`src/rtl/linear_regression_gradient_descent_top_macros.svh`:
```
// Assertion macros shared by the linear regression block.
// Included by the top level only.
`ifndef LINEAR_REGRESSION_GRADIENT_DESCENT_TOP_MACROS_SVH
`define LINEAR_REGRESSION_GRADIENT_DESCENT_TOP_MACROS_SVH
// Property that must hold at every clock edge outside reset.
`define LRGD_ASSERT(label, prop, msg) \
  label: assert property (@(posedge clk) disable iff (rst) (prop)) else $error(msg);
// Implication whose consequent is checked in the cycle after the antecedent.
`define LRGD_ASSERT_NEXT(label, ante, cons, msg) \
  label: assert property (@(posedge clk) disable iff (rst) (ante) |=> (cons)) else $error(msg);
`endif

```
`src/rtl/lrgd_pkg.sv`:
```
// Shared types, constants and commands for the linear regression block.
// No dependencies.
`default_nettype none
package lrgd_pkg;
  localparam int MaxFeatures = 8;
  localparam int MaxSamples  = 1024;
  localparam int FIdxW = 4;
  localparam int SIdxW = 10;
  localparam int FAddrW = 13;

  localparam logic [1:0] KIND_WEIGHT  = 2'd0;
  localparam logic [1:0] KIND_FEATURE = 2'd1;
  localparam logic [1:0] KIND_TARGET  = 2'd2;
  localparam logic [1:0] KIND_START   = 2'd3;

  localparam logic [1:0] REG_RATE  = 2'd0;
  localparam logic [1:0] REG_ITER  = 2'd1;
  localparam logic [1:0] REG_FEAT  = 2'd2;
  localparam logic [1:0] REG_SAMP  = 2'd3;

  localparam logic signed [47:0] SumHi = 48'sh7FFF_FFFF_FFFF;
  localparam logic signed [47:0] SumLo = 48'sh8000_0000_0000;

  // Commands from the controller to the datapath.
  typedef struct packed {
    logic             load;       // store a load word
    logic             clr_acc;    // acc <= bias weight
    logic             mac_pred;   // acc += w[j]*x[i][j]
    logic             mac_grad;   // grad[j] += e*x[i][j] (or e for j=0)
    logic             clr_grad;
    logic             wr_pred;    // predictions[i] <= sat(acc)
    logic             err;        // e <= pred[i]-target[i]
    logic             upd_mul;    // prod <= grad[j]*rate
    logic             div_start;
    logic             wr_weight;  // w[j] <= sat(w[j]-quotient)
    logic [SIdxW-1:0] si;
    logic [FIdxW-1:0] fj;
  } lrgd_cmd_t;

  typedef struct packed {
    logic div_busy;
  } lrgd_stat_t;

  function automatic logic signed [31:0] sat32(input logic signed [64:0] v);
    if (v > 65'sh0_7FFF_FFFF) return 32'sh7FFF_FFFF;
    if (v < -65'sh0_8000_0000) return 32'sh8000_0000;
    return v[31:0];
  endfunction

  function automatic logic signed [47:0] sat48(input logic signed [49:0] v);
    if (v > 50'(SumHi)) return SumHi;
    if (v < 50'(SumLo)) return SumLo;
    return v[47:0];
  endfunction
endpackage
`default_nettype wire

```
`src/rtl/lrgd_ctrl.sv`:
```
// Controller state machine sequencing loads, training loops and output.
// Depends on lrgd_pkg.
`default_nettype none
module lrgd_ctrl import lrgd_pkg::*; (
  input  wire logic               clk,
  input  wire logic               rst,
  input  wire logic               in_fire,
  input  wire logic [1:0]         kind,
  input  wire logic [15:0]        iteration_count,
  input  wire logic [FIdxW-1:0]   nf,
  input  wire logic [10:0]        ns,
  input  wire lrgd_stat_t         stat,
  input  wire logic               out_fire,
  output lrgd_cmd_t               cmd,
  output logic                    idle,
  output logic                    out_valid,
  output logic [FIdxW-1:0]        out_idx
);
  localparam logic [3:0] S_IDLE  = 4'd0;
  localparam logic [3:0] S_PCLR  = 4'd1;
  localparam logic [3:0] S_PRD   = 4'd2;
  localparam logic [3:0] S_PMAC  = 4'd3;
  localparam logic [3:0] S_PWR   = 4'd4;
  localparam logic [3:0] S_ERD   = 4'd5;
  localparam logic [3:0] S_ELAT  = 4'd6;
  localparam logic [3:0] S_EERR  = 4'd7;
  localparam logic [3:0] S_GRD   = 4'd8;
  localparam logic [3:0] S_GMAC  = 4'd9;
  localparam logic [3:0] S_UMUL  = 4'd10;
  localparam logic [3:0] S_UDIV  = 4'd11;
  localparam logic [3:0] S_UWAIT = 4'd12;
  localparam logic [3:0] S_OUT   = 4'd13;

  logic [3:0]       state, state_next;
  logic [15:0]      it, it_next;
  logic [SIdxW:0]   si, si_next;
  logic [FIdxW-1:0] fj, fj_next;
  logic             last_s;

  assign last_s = (si + 11'd1 == ns);

  // Next state and commands.
  always_comb begin
    state_next = state;
    it_next = it;
    si_next = si;
    fj_next = fj;
    cmd = '0;
    cmd.si = si[SIdxW-1:0];
    cmd.fj = fj;
    cmd.load = in_fire && kind != KIND_START;
    case (state)
      S_IDLE: if (in_fire && kind == KIND_START) begin
        it_next = '0;
        fj_next = nf;
        state_next = (iteration_count == 16'd0) ? S_OUT : S_PCLR;
        si_next = '0;
      end
      S_PCLR: begin
        cmd.clr_acc = 1'b1;
        fj_next = 4'd1;
        state_next = (nf == 4'd0) ? S_PWR : S_PRD;
      end
      S_PRD: state_next = S_PMAC;
      S_PMAC: begin
        cmd.mac_pred = 1'b1;
        fj_next = fj + 4'd1;
        state_next = (fj == nf) ? S_PWR : S_PRD;
      end
      S_PWR: begin
        cmd.wr_pred = 1'b1;
        if (last_s) begin
          si_next = '0;
          state_next = S_ERD;
          cmd.clr_grad = 1'b1;
        end else begin
          si_next = si + 11'd1;
          state_next = S_PCLR;
        end
      end
      S_ERD: state_next = S_ELAT;
      S_ELAT: begin
        cmd.err = 1'b1;
        state_next = S_EERR;
      end
      S_EERR: begin
        cmd.fj = 4'd0;
        cmd.mac_grad = 1'b1;
        fj_next = 4'd1;
        state_next = (nf == 4'd0) ? S_GMAC : S_GRD;
      end
      S_GRD: state_next = S_GMAC;
      S_GMAC: begin
        cmd.mac_grad = (nf != 4'd0);
        fj_next = fj + 4'd1;
        if (nf == 4'd0 || fj == nf) begin
          if (last_s) begin
            fj_next = '0;
            state_next = S_UMUL;
          end else begin
            si_next = si + 11'd1;
            state_next = S_ERD;
          end
        end else state_next = S_GRD;
      end
      S_UMUL: begin
        cmd.upd_mul = 1'b1;
        state_next = S_UDIV;
      end
      S_UDIV: begin
        cmd.div_start = 1'b1;
        state_next = S_UWAIT;
      end
      S_UWAIT: if (!stat.div_busy) begin
        cmd.wr_weight = 1'b1;
        if (fj == nf) begin
          si_next = '0;
          if (it + 16'd1 == iteration_count) begin
            fj_next = nf;
            state_next = S_OUT;
          end else begin
            it_next = it + 16'd1;
            state_next = S_PCLR;
          end
        end else begin
          fj_next = fj + 4'd1;
          state_next = S_UMUL;
        end
      end
      S_OUT: if (out_fire) begin
        fj_next = fj - 4'd1;
        if (fj == 4'd0) state_next = S_IDLE;
      end
      default: state_next = S_IDLE;
    endcase
  end

  always_ff @(posedge clk) begin
    if (rst) begin
      state <= S_IDLE;
      it <= '0;
      si <= '0;
      fj <= '0;
    end else begin
      state <= state_next;
      it <= it_next;
      si <= si_next;
      fj <= fj_next;
    end
  end

  assign idle = (state == S_IDLE);
  assign out_valid = (state == S_OUT);
  assign out_idx = fj;
endmodule
`default_nettype wire

```
`config.mk`:
```
export PLATFORM = sky130hd
export DESIGN_NAME = lrgd_ctrl
export DESIGN_NICKNAME = d
export VERILOG_FILES = /design/src/rtl/linear_regression_gradient_descent_top_macros.svh /design/src/rtl/lrgd_pkg.sv /design/src/rtl/lrgd_ctrl.sv
export SDC_FILE = /design/constraint.sdc
export NUM_CORES = 1
export LEC_CHECK = 0
export ABC_AREA = 1
export BUFFER_PORTS_ARGS = -buffer_cell sky130_fd_sc_hd__buf_2
export CAP_MARGIN = 10
export CORE_UTILIZATION = 60
export DETAILED_ROUTE_END_ITERATION = 8
export PLACE_DENSITY = 0.86
export SYNTH_ARGS = -nofsm -noshare
export SYNTH_HDL_FRONTEND = slang
export SYNTH_SLANG_ARGS = --single-unit
```
`constraint.sdc`:
```
create_clock -name clk -period 3.44 [get_ports clk]
set_input_delay 1.032 -clock clk [delete_from_list [all_inputs] [get_ports clk]]
set_output_delay 1.032 -clock clk [all_outputs]
set_load 0.02 [all_outputs]
```
==> metrics.md, run 1 <==
| Metric | Value |
|---|---|
| Fin crit period | `3.225 ns` |
| Net switching power | `0.4637 mW` |
| Core region area | `5540 um^2` |
| Gpl congestion | `0.9839` |
| Buffer levels on the longest clock path | `2` |
| Max-cap violations | `0` |
| CP endpoint kind | `output port` |
| CTS Buf Count | `5` |
| Worst Hold Class | `reg -> reg` |
| Hold Startpoint | `it[3]` |
| Worst IR Drop VDD | `0.2894 mV` |
| R2R setup slack | `0.91 ns` |
| Cell-internal power | `0.8169 mW` |
| Synth Register Bits | `35` |
| Clk pwr share | `0.310` |
| Cell variety after synth | `43` |
| RR Endpoint | `out_idx[1]` |
| Post-Syn Instances | `600` |
| Type of element launching the critical path | `flip-flop` |
| Finish-stage setup viols | `0` |
| Switch share | `0.3621` |
| R2r worst-path depth | `12` |
| FF-to-FF Start | `it[0]` |
| Register area share after synthesis | `0.2009` |
| CTS Root Cell | `clkbuf_8` |
| DP Wirelength | `7137 um` |
| Layout cell share with drive strength beyond 1 | `0.1636` |
| Final WL | `9121 um` |
| WP data arrival | `2.19 ns` |
| Via density | `5.430` |
| Cell Area, Placed | `3796 um^2` |
| # DRC | `0` |
| I/O Buffers | `67` |
| Reg clk slew, reported paths | `0.08 ns` |
| PostCTS Resize Cnt | `0` |
| Global route overflow | `0` |
| Period Utilization, post-route | `0.9376` |
| Post-Syn Nets | `642` |
| Initial antenna violation count | `0` |
| Nets | `701` |
| Setup TNS | `0 ns` |
| DR WL/cell | `12.46 um` |
| Seq pwr share | `0.364` |
| Relative slew slack | `0.5853` |
| Initial Utilization | `0.6296` |
| Pre-antenna DRT Iters | `5` |
| Mapped Area | `3488 um^2` |
| CTS sink count | `35` |
| Pins Over Slew Limit | `0` |
| Combinational Power Share | `0.327` |
| Leak | `1.915 nW` |
| Setup repair bufs after CTS | `0` |
| Worst path max stage delay | `0.43 ns` |
| Syn Area/Cell | `5.814 um^2` |
| Width of the die | `78.25 um` |
| Num rows | `27` |
| Worst Hold End | `it[3]` |
| F_max | `310.1 MHz` |
| Crit Path Class | `reg -> out` |
| TritonCTS clock tree | `done` |
| Pwr/cell area | `327.2 nW/um^2` |
| Critical-path cell list | `ha_1, nand2_2, nor2_4, nand2_1, nand2_1, nor2_1, nor3_1, nand4_1, nor3_1, buf_2` |
| Critical Path Slowest Stage Cell | `dfxtp_1` |
| Largest net degree at the start of global routing | `32` |
| Final hold viol count | `0` |
| Outcome | `completed` |
| Final Cell Area | `3914 um^2` |
| Hold Path Cell Cnt | `2` |
| CTS Hold Buffers Added | `0` |
| Worst-path maximum fanout | `6` |
| First-pass GRT wire length | `15010 um` |
| Slew @ Worst Pin | `0.6220 ns` |
| Prevailing post-synth register cell | `dfxtp_1` |
| Data required, critical path | `2.41 ns` |
| Worst-Skew Late Latency | `0.29 ns` |
| RSZ-0062 raised after global routing | `no` |
| Antenna viol nets, final | `0` |
| Chip height | `78.25 um` |
| Antenna Cells | `0` |
| Yosys warning total | `0` |
| Ports | `68` |
| Vias in the first global route | `3653` |
| Synth async-reset ratio | `0` |
| GRT Overall Usage | `0.3015` |
| Max Clock Skew | `0.007946 ns` |
| CTS HTree Levels | `2` |
| 1st-iter DRT viols | `186` |
| Number of synthesized flops with an enable pin | `0` |
| DR vias | `3975` |
| Area grow syn2layout | `12.20%` |
| Die area | `6123 um^2` |
==> cell families after synthesis <==
kind of cell	after synthesis	synth area share
AOI/OAI and AO/OA	62	0.1055
xor gates and xnor gates	19	0.06959
adders and majority gates	4	0.01435
buffers and inverters	98	0.1252
and+or+nand+nor	382	0.4846
DFF	35	0.2009
==> cell type report <==
cell class	count	area (um^2)
Multi-Input combinational cell	467	2351
Fill cell	538	1627
Sequential cell	35	700.7
Timing Repair Buffer	69	350.3
Inverter	81	304.0
Tap cell	72	90.09
Clock buffer	6	82.58
Clock inverter	2	35.03
==> worst max-delay path: cells and delay by family (launching register included) <==
kind,cells,cell delay [ns]
and+or+nand+nor,8,1.00
buffers and inverters,1,0.20
adders and majority gates,1,0.27
DFF,1,0.43
==> registers in the layout (all words and copies together) (netlist names) <==
register	flops
si	11
out_idx	4
it	16
state	4
==> cell usage in the layout (no fill, tap or decap), types with 2 or more instances in the layout <==
master / n
nor3_1: 7
clkbuf_8: 6
ha_1: 4
a31oi_1: 2
buf_4: 2
xnor3_1: 5
nand3_2: 3
o21ai_1: 4
nand2_4: 2
buf_2: 67
nand3b_1: 2
nor2_4: 5
nand3_1: 52
nor4_1: 2
a211oi_1: 2
nor3b_1: 2
a221oi_1: 2
nand4_1: 12
or2_2: 4
nand2_1: 166
clkinv_1: 2
nor2_1: 110
o21bai_1: 2
nor2_2: 5
a22oi_1: 7
dfxtp_1: 35
xor2_1: 12
nand2_2: 8
a21oi_1: 17
inv_1: 78
o21ai_0: 20
==> synth_stat cells, drive strengths merged, types with 2 or more instances <==
cell type	n	area, um^2
nor3	7	35.03
a22oi	7	52.55
a221oi	2	17.52
buf	13	117.6
nand3	55	290.3
nor4	2	12.51
clkbuf	4	15.01
nand3b	2	15.01
dfxtp	35	700.7
o21ai	24	120.1
ha	4	50.05
nor3b	2	15.01
a211oi	2	15.01
nand4	12	75.07
clkinv	2	7.510
a21oi	18	93.84
a31oi	2	12.51
nand2	177	715.7
inv	79	296.5
xor2	13	121.4
or2	4	25.02
xnor3	5	112.6
nor2	120	500.5
o21bai	2	15.01
==> metrics by stage <==
step / std cells / worst slack, ns / total power, mW / hold WS [ns] / util
final: 732 / 0.2148 / 1.281 / 0.4953 / 0.7064
after detailed placement: 724 / 0.2732 / 0.8852 / 0.4870 / 0.6852
after floorplan: 600 / 0.3623 / 0.7762 / 0.4570 / -
after global routing: 732 / 0.04775 / 1.355 / 0.5261 / 0.7064
after global placement: 724 / 0.2795 / 0.8709 / 0.4772 / 0.6852
after CTS: 732 / 0.2423 / 1.280 / 0.4987 / 0.7064
==> routing by layer <==
layer / track usage / up-vias / share of wire
li1: - / 2024 / -
met1: 0.3433 / 1784 / 0.41
met2: 0.5684 / 146 / 0.51
met3: 0.03953 / 21 / 0.053
met4: 0.1074 / 0 / 0.022
met5: 0 / - / 0
==> power groups by stage <==
stage | registers (mW) | clock network (mW) | logic (mW)
floorplan | 0.479 | 0 | 0.297
global placement | 0.472 | 0 | 0.399
detailed placement | 0.474 | 0 | 0.412
CTS | 0.464 | 0.399 | 0.416
global route | 0.469 | 0.420 | 0.466
finish | 0.466 | 0.397 | 0.418
==> how the worst max path moves through the flow <==
stage	depth (start not counted)	end	start	slack, ns
after global routing	10	cmd[19]	si[0]	0.05
after detailed placement	8	cmd[19]	ns[1]	0.27
after floorplan	6	cmd[19]	ns[1]	0.36
after CTS	10	cmd[19]	si[0]	0.24
after global placement	8	cmd[19]	ns[1]	0.28
final	10	cmd[19]	si[0]	0.21
(Power assumes the default switching activity.)
==> inputs of run 2 (changes only) <==
Settings changed: CORE_UTILIZATION 60 to 57, PLACE_DENSITY 0.86 to 0.82.
Clock period 3.44 ns to 3.67 ns, I/O delays scaled along.
==> metrics.md, run 2 (synthesis gave the netlist of run 1 again) <==
| Metric | Value |
|---|---|
| Met1 Track Usage GR | `0.3429` |
| Vias in the first global route | `3489` |
| Data required, critical path | `2.57 ns` |
| CTS Root Cell | `clkbuf_8` |
| Worst Hold Class | `reg -> reg` |
| I/O Buffers | `67` |
| Clk pwr share | `0.256` |
| CTS sink count | `35` |
| Largest register by flop count | `it` |
| Slew @ Worst Pin | `0.6290 ns` |
| CTS Hold Buffers Added | `0` |
| Antenna viol nets, final | `0` |
| Worst path max stage delay | `0.20 ns` |
| Global routing usage on met3 | `0.04432` |
| Die area | `6437 um^2` |
| Worst Hold End | `si[10]` |
| RSZ-0062 raised after global routing | `no` |
| CP endpoint kind | `output port` |
| DR vias | `3885` |
| GR peak layer | `met2` |
| First-pass GRT wire length | `14710 um` |
| Cell-internal power | `0.6782 mW` |
| Hold Path Cell Cnt | `2` |
| Ports | `68` |
| Area grow syn2layout | `11.37%` |
| Worst-Skew Late Latency | `0.29 ns` |
| Final WL | `8936 um` |
| Initial antenna violation count | `0` |
| Combinational Power Share | `0.350` |
| Pre-antenna DRT Iters | `5` |
| Worst-path maximum fanout | `2` |
| Worst IR Drop VDD | `0.2116 mV` |
| WP data arrival | `2.21 ns` |
| Reg clk slew, reported paths | `0.07 ns` |
| Max Clock Skew | `0.01161 ns` |
| Final hold viol count | `0` |
| R2r worst-path depth | `12` |
| Relative slew slack | `0.5807` |
| DP Wirelength | `7098 um` |
| Num rows | `28` |
| Setup WS pre-CTS | `0.3956 ns` |
| Gpl congestion | `0.9530` |
| Critical Path Slowest Stage Cell | `buf_2` |
| RR Endpoint | `out_idx[2]` |
| PostCTS Resize Cnt | `0` |
| FF-to-FF Start | `it[0]` |
| # DRC | `0` |
| GRT Overall Usage | `0.2873` |
| Leak | `1.895 nW` |
| Via density | `5.286` |
| Delay-heaviest family, CP | `simple AND/OR/NAND/NOR gates` |
| Multi-input gate area | `2351 um^2` |
| Buffer levels on the longest clock path | `2` |
| Layout cell share with drive strength beyond 1 | `0.1621` |
| Outcome | `completed` |
| 1st-iter DRT viols | `211` |
| Fin worst setup slack | `0.3623 ns` |
| Pins Over Slew Limit | `0` |
| Crit Path Class | `in -> out` |
| Filler cell count | `607` |
| F_max | `302.3 MHz` |
| CTS Buf Count | `5` |
| Hold Startpoint | `si[10]` |
| Most frequent cells in the layout | `166 x nand2_1, 110 x nor2_1, 78 x inv_1` |
| Switch share | `0.3872` |
| Largest net degree at the start of global routing | `32` |
| Nets | `701` |
| Worst hold slack | `0.4985 ns` |
| Setup repair bufs after CTS | `0` |
| Critical-path cell list | `buf_2, xor2_1, nor2_1, nand2_1, nor3_1, nand4_1, nor3_1, buf_2` |
| TritonCTS clock tree | `done` |
| Chip height | `80.23 um` |
| Antenna Cells | `0` |
| CTS HTree Levels | `2` |
| DR WL/cell | `12.16 um` |
| Net switching power | `0.4286 mW` |
| Core region area | `5921 um^2` |
| Pwr/cell area | `284.9 nW/um^2` |
| Width of the die | `80.23 um` |
| Type of element launching the critical path | `input pin` |
| Worst path depth | `8` |
| M2 GR Usage | `0.5188` |
| Max-cap violations | `0` |
| Largest register FFs | `16` |
| Commonest non-fill, non-tap cell in the layout | `nand2_1` |
| Buf/Inv on CP | `2` |
| Period Utilization, post-route | `0.9013` |
| Initial Utilization | `0.5892` |
| Global route overflow | `0` |
| Finish-stage setup viols | `0` |
| R2R setup slack | `1.09 ns` |
| Final core occ | `0.6562` |
| Fin crit period | `3.308 ns` |
| Largest registers | `it x16, si x11` |
| Sequential Area | `700.7 um^2` |
| Seq pwr share | `0.394` |
| Setup TNS | `0 ns` |
## run 2: changes by cell type in the layout (fill, tap and decap cells not counted), sizes merged
cell,delta
bufinv,-1
clkinvlp,+1
## run 2: worst reg2reg max path: cells and delay by family (launching register included)
| kind | cells | cell delay (ns) |
|---|---|---|
| XOR/XNOR | 1 | 0.27 |
| AO/OA/AOI/OAI | 1 | 0.24 |
| AND/OR/NAND/NOR | 9 | 1.23 |
| flip-flops | 1 | 0.39 |
| adder cells (fa/ha/maj) | 1 | 0.33 |
## run 2: routing by layer
layer	wire, um	up-vias
li1	-	2023
met2	4483	106
met3	440	18
met1	3853	1738
met4	159	0
met5	0	-
## run 2: through the flow
step | total power, mW | cells | instance area [um^2]
floorplan | 0.7275 | 600 | 3488
global placement | 0.8175 | 727 | 3800
detailed placement | 0.8281 | 727 | 3800
CTS | 1.113 | 735 | 3885
global route | 1.183 | 735 | 3885
finish | 1.107 | 735 | 3885
## run 2: worst max-delay path by stage
stage	from	end	slack [ns]
after floorplan	ns[1]	cmd[19]	0.45
after global placement	ns[1]	cmd[19]	0.36
after global routing	si[0]	cmd[19]	0.25
after detailed placement	ns[1]	cmd[19]	0.40
final	ns[1]	cmd[19]	0.36
after CTS	ns[1]	cmd[19]	0.38
## run 2: final cells by class
class,count,area share
clock buffer,6,0.01868
clock inverter,2,0.003221
timing repair buffer,69,0.09018
tap,75,0.02415
inverter,81,0.07826
multi-input combinational,467,0.6052
sequential,35,0.1804
## run 2: power by group through the flow
stage	clock network [mW]	registers (mW)	logic [mW]
after floorplan	0	0.449	0.279
after global placement	0	0.442	0.375
after detailed placement	0	0.444	0.384
after CTS	0.293	0.435	0.385
after global routing	0.307	0.440	0.436
final	0.283	0.436	0.388
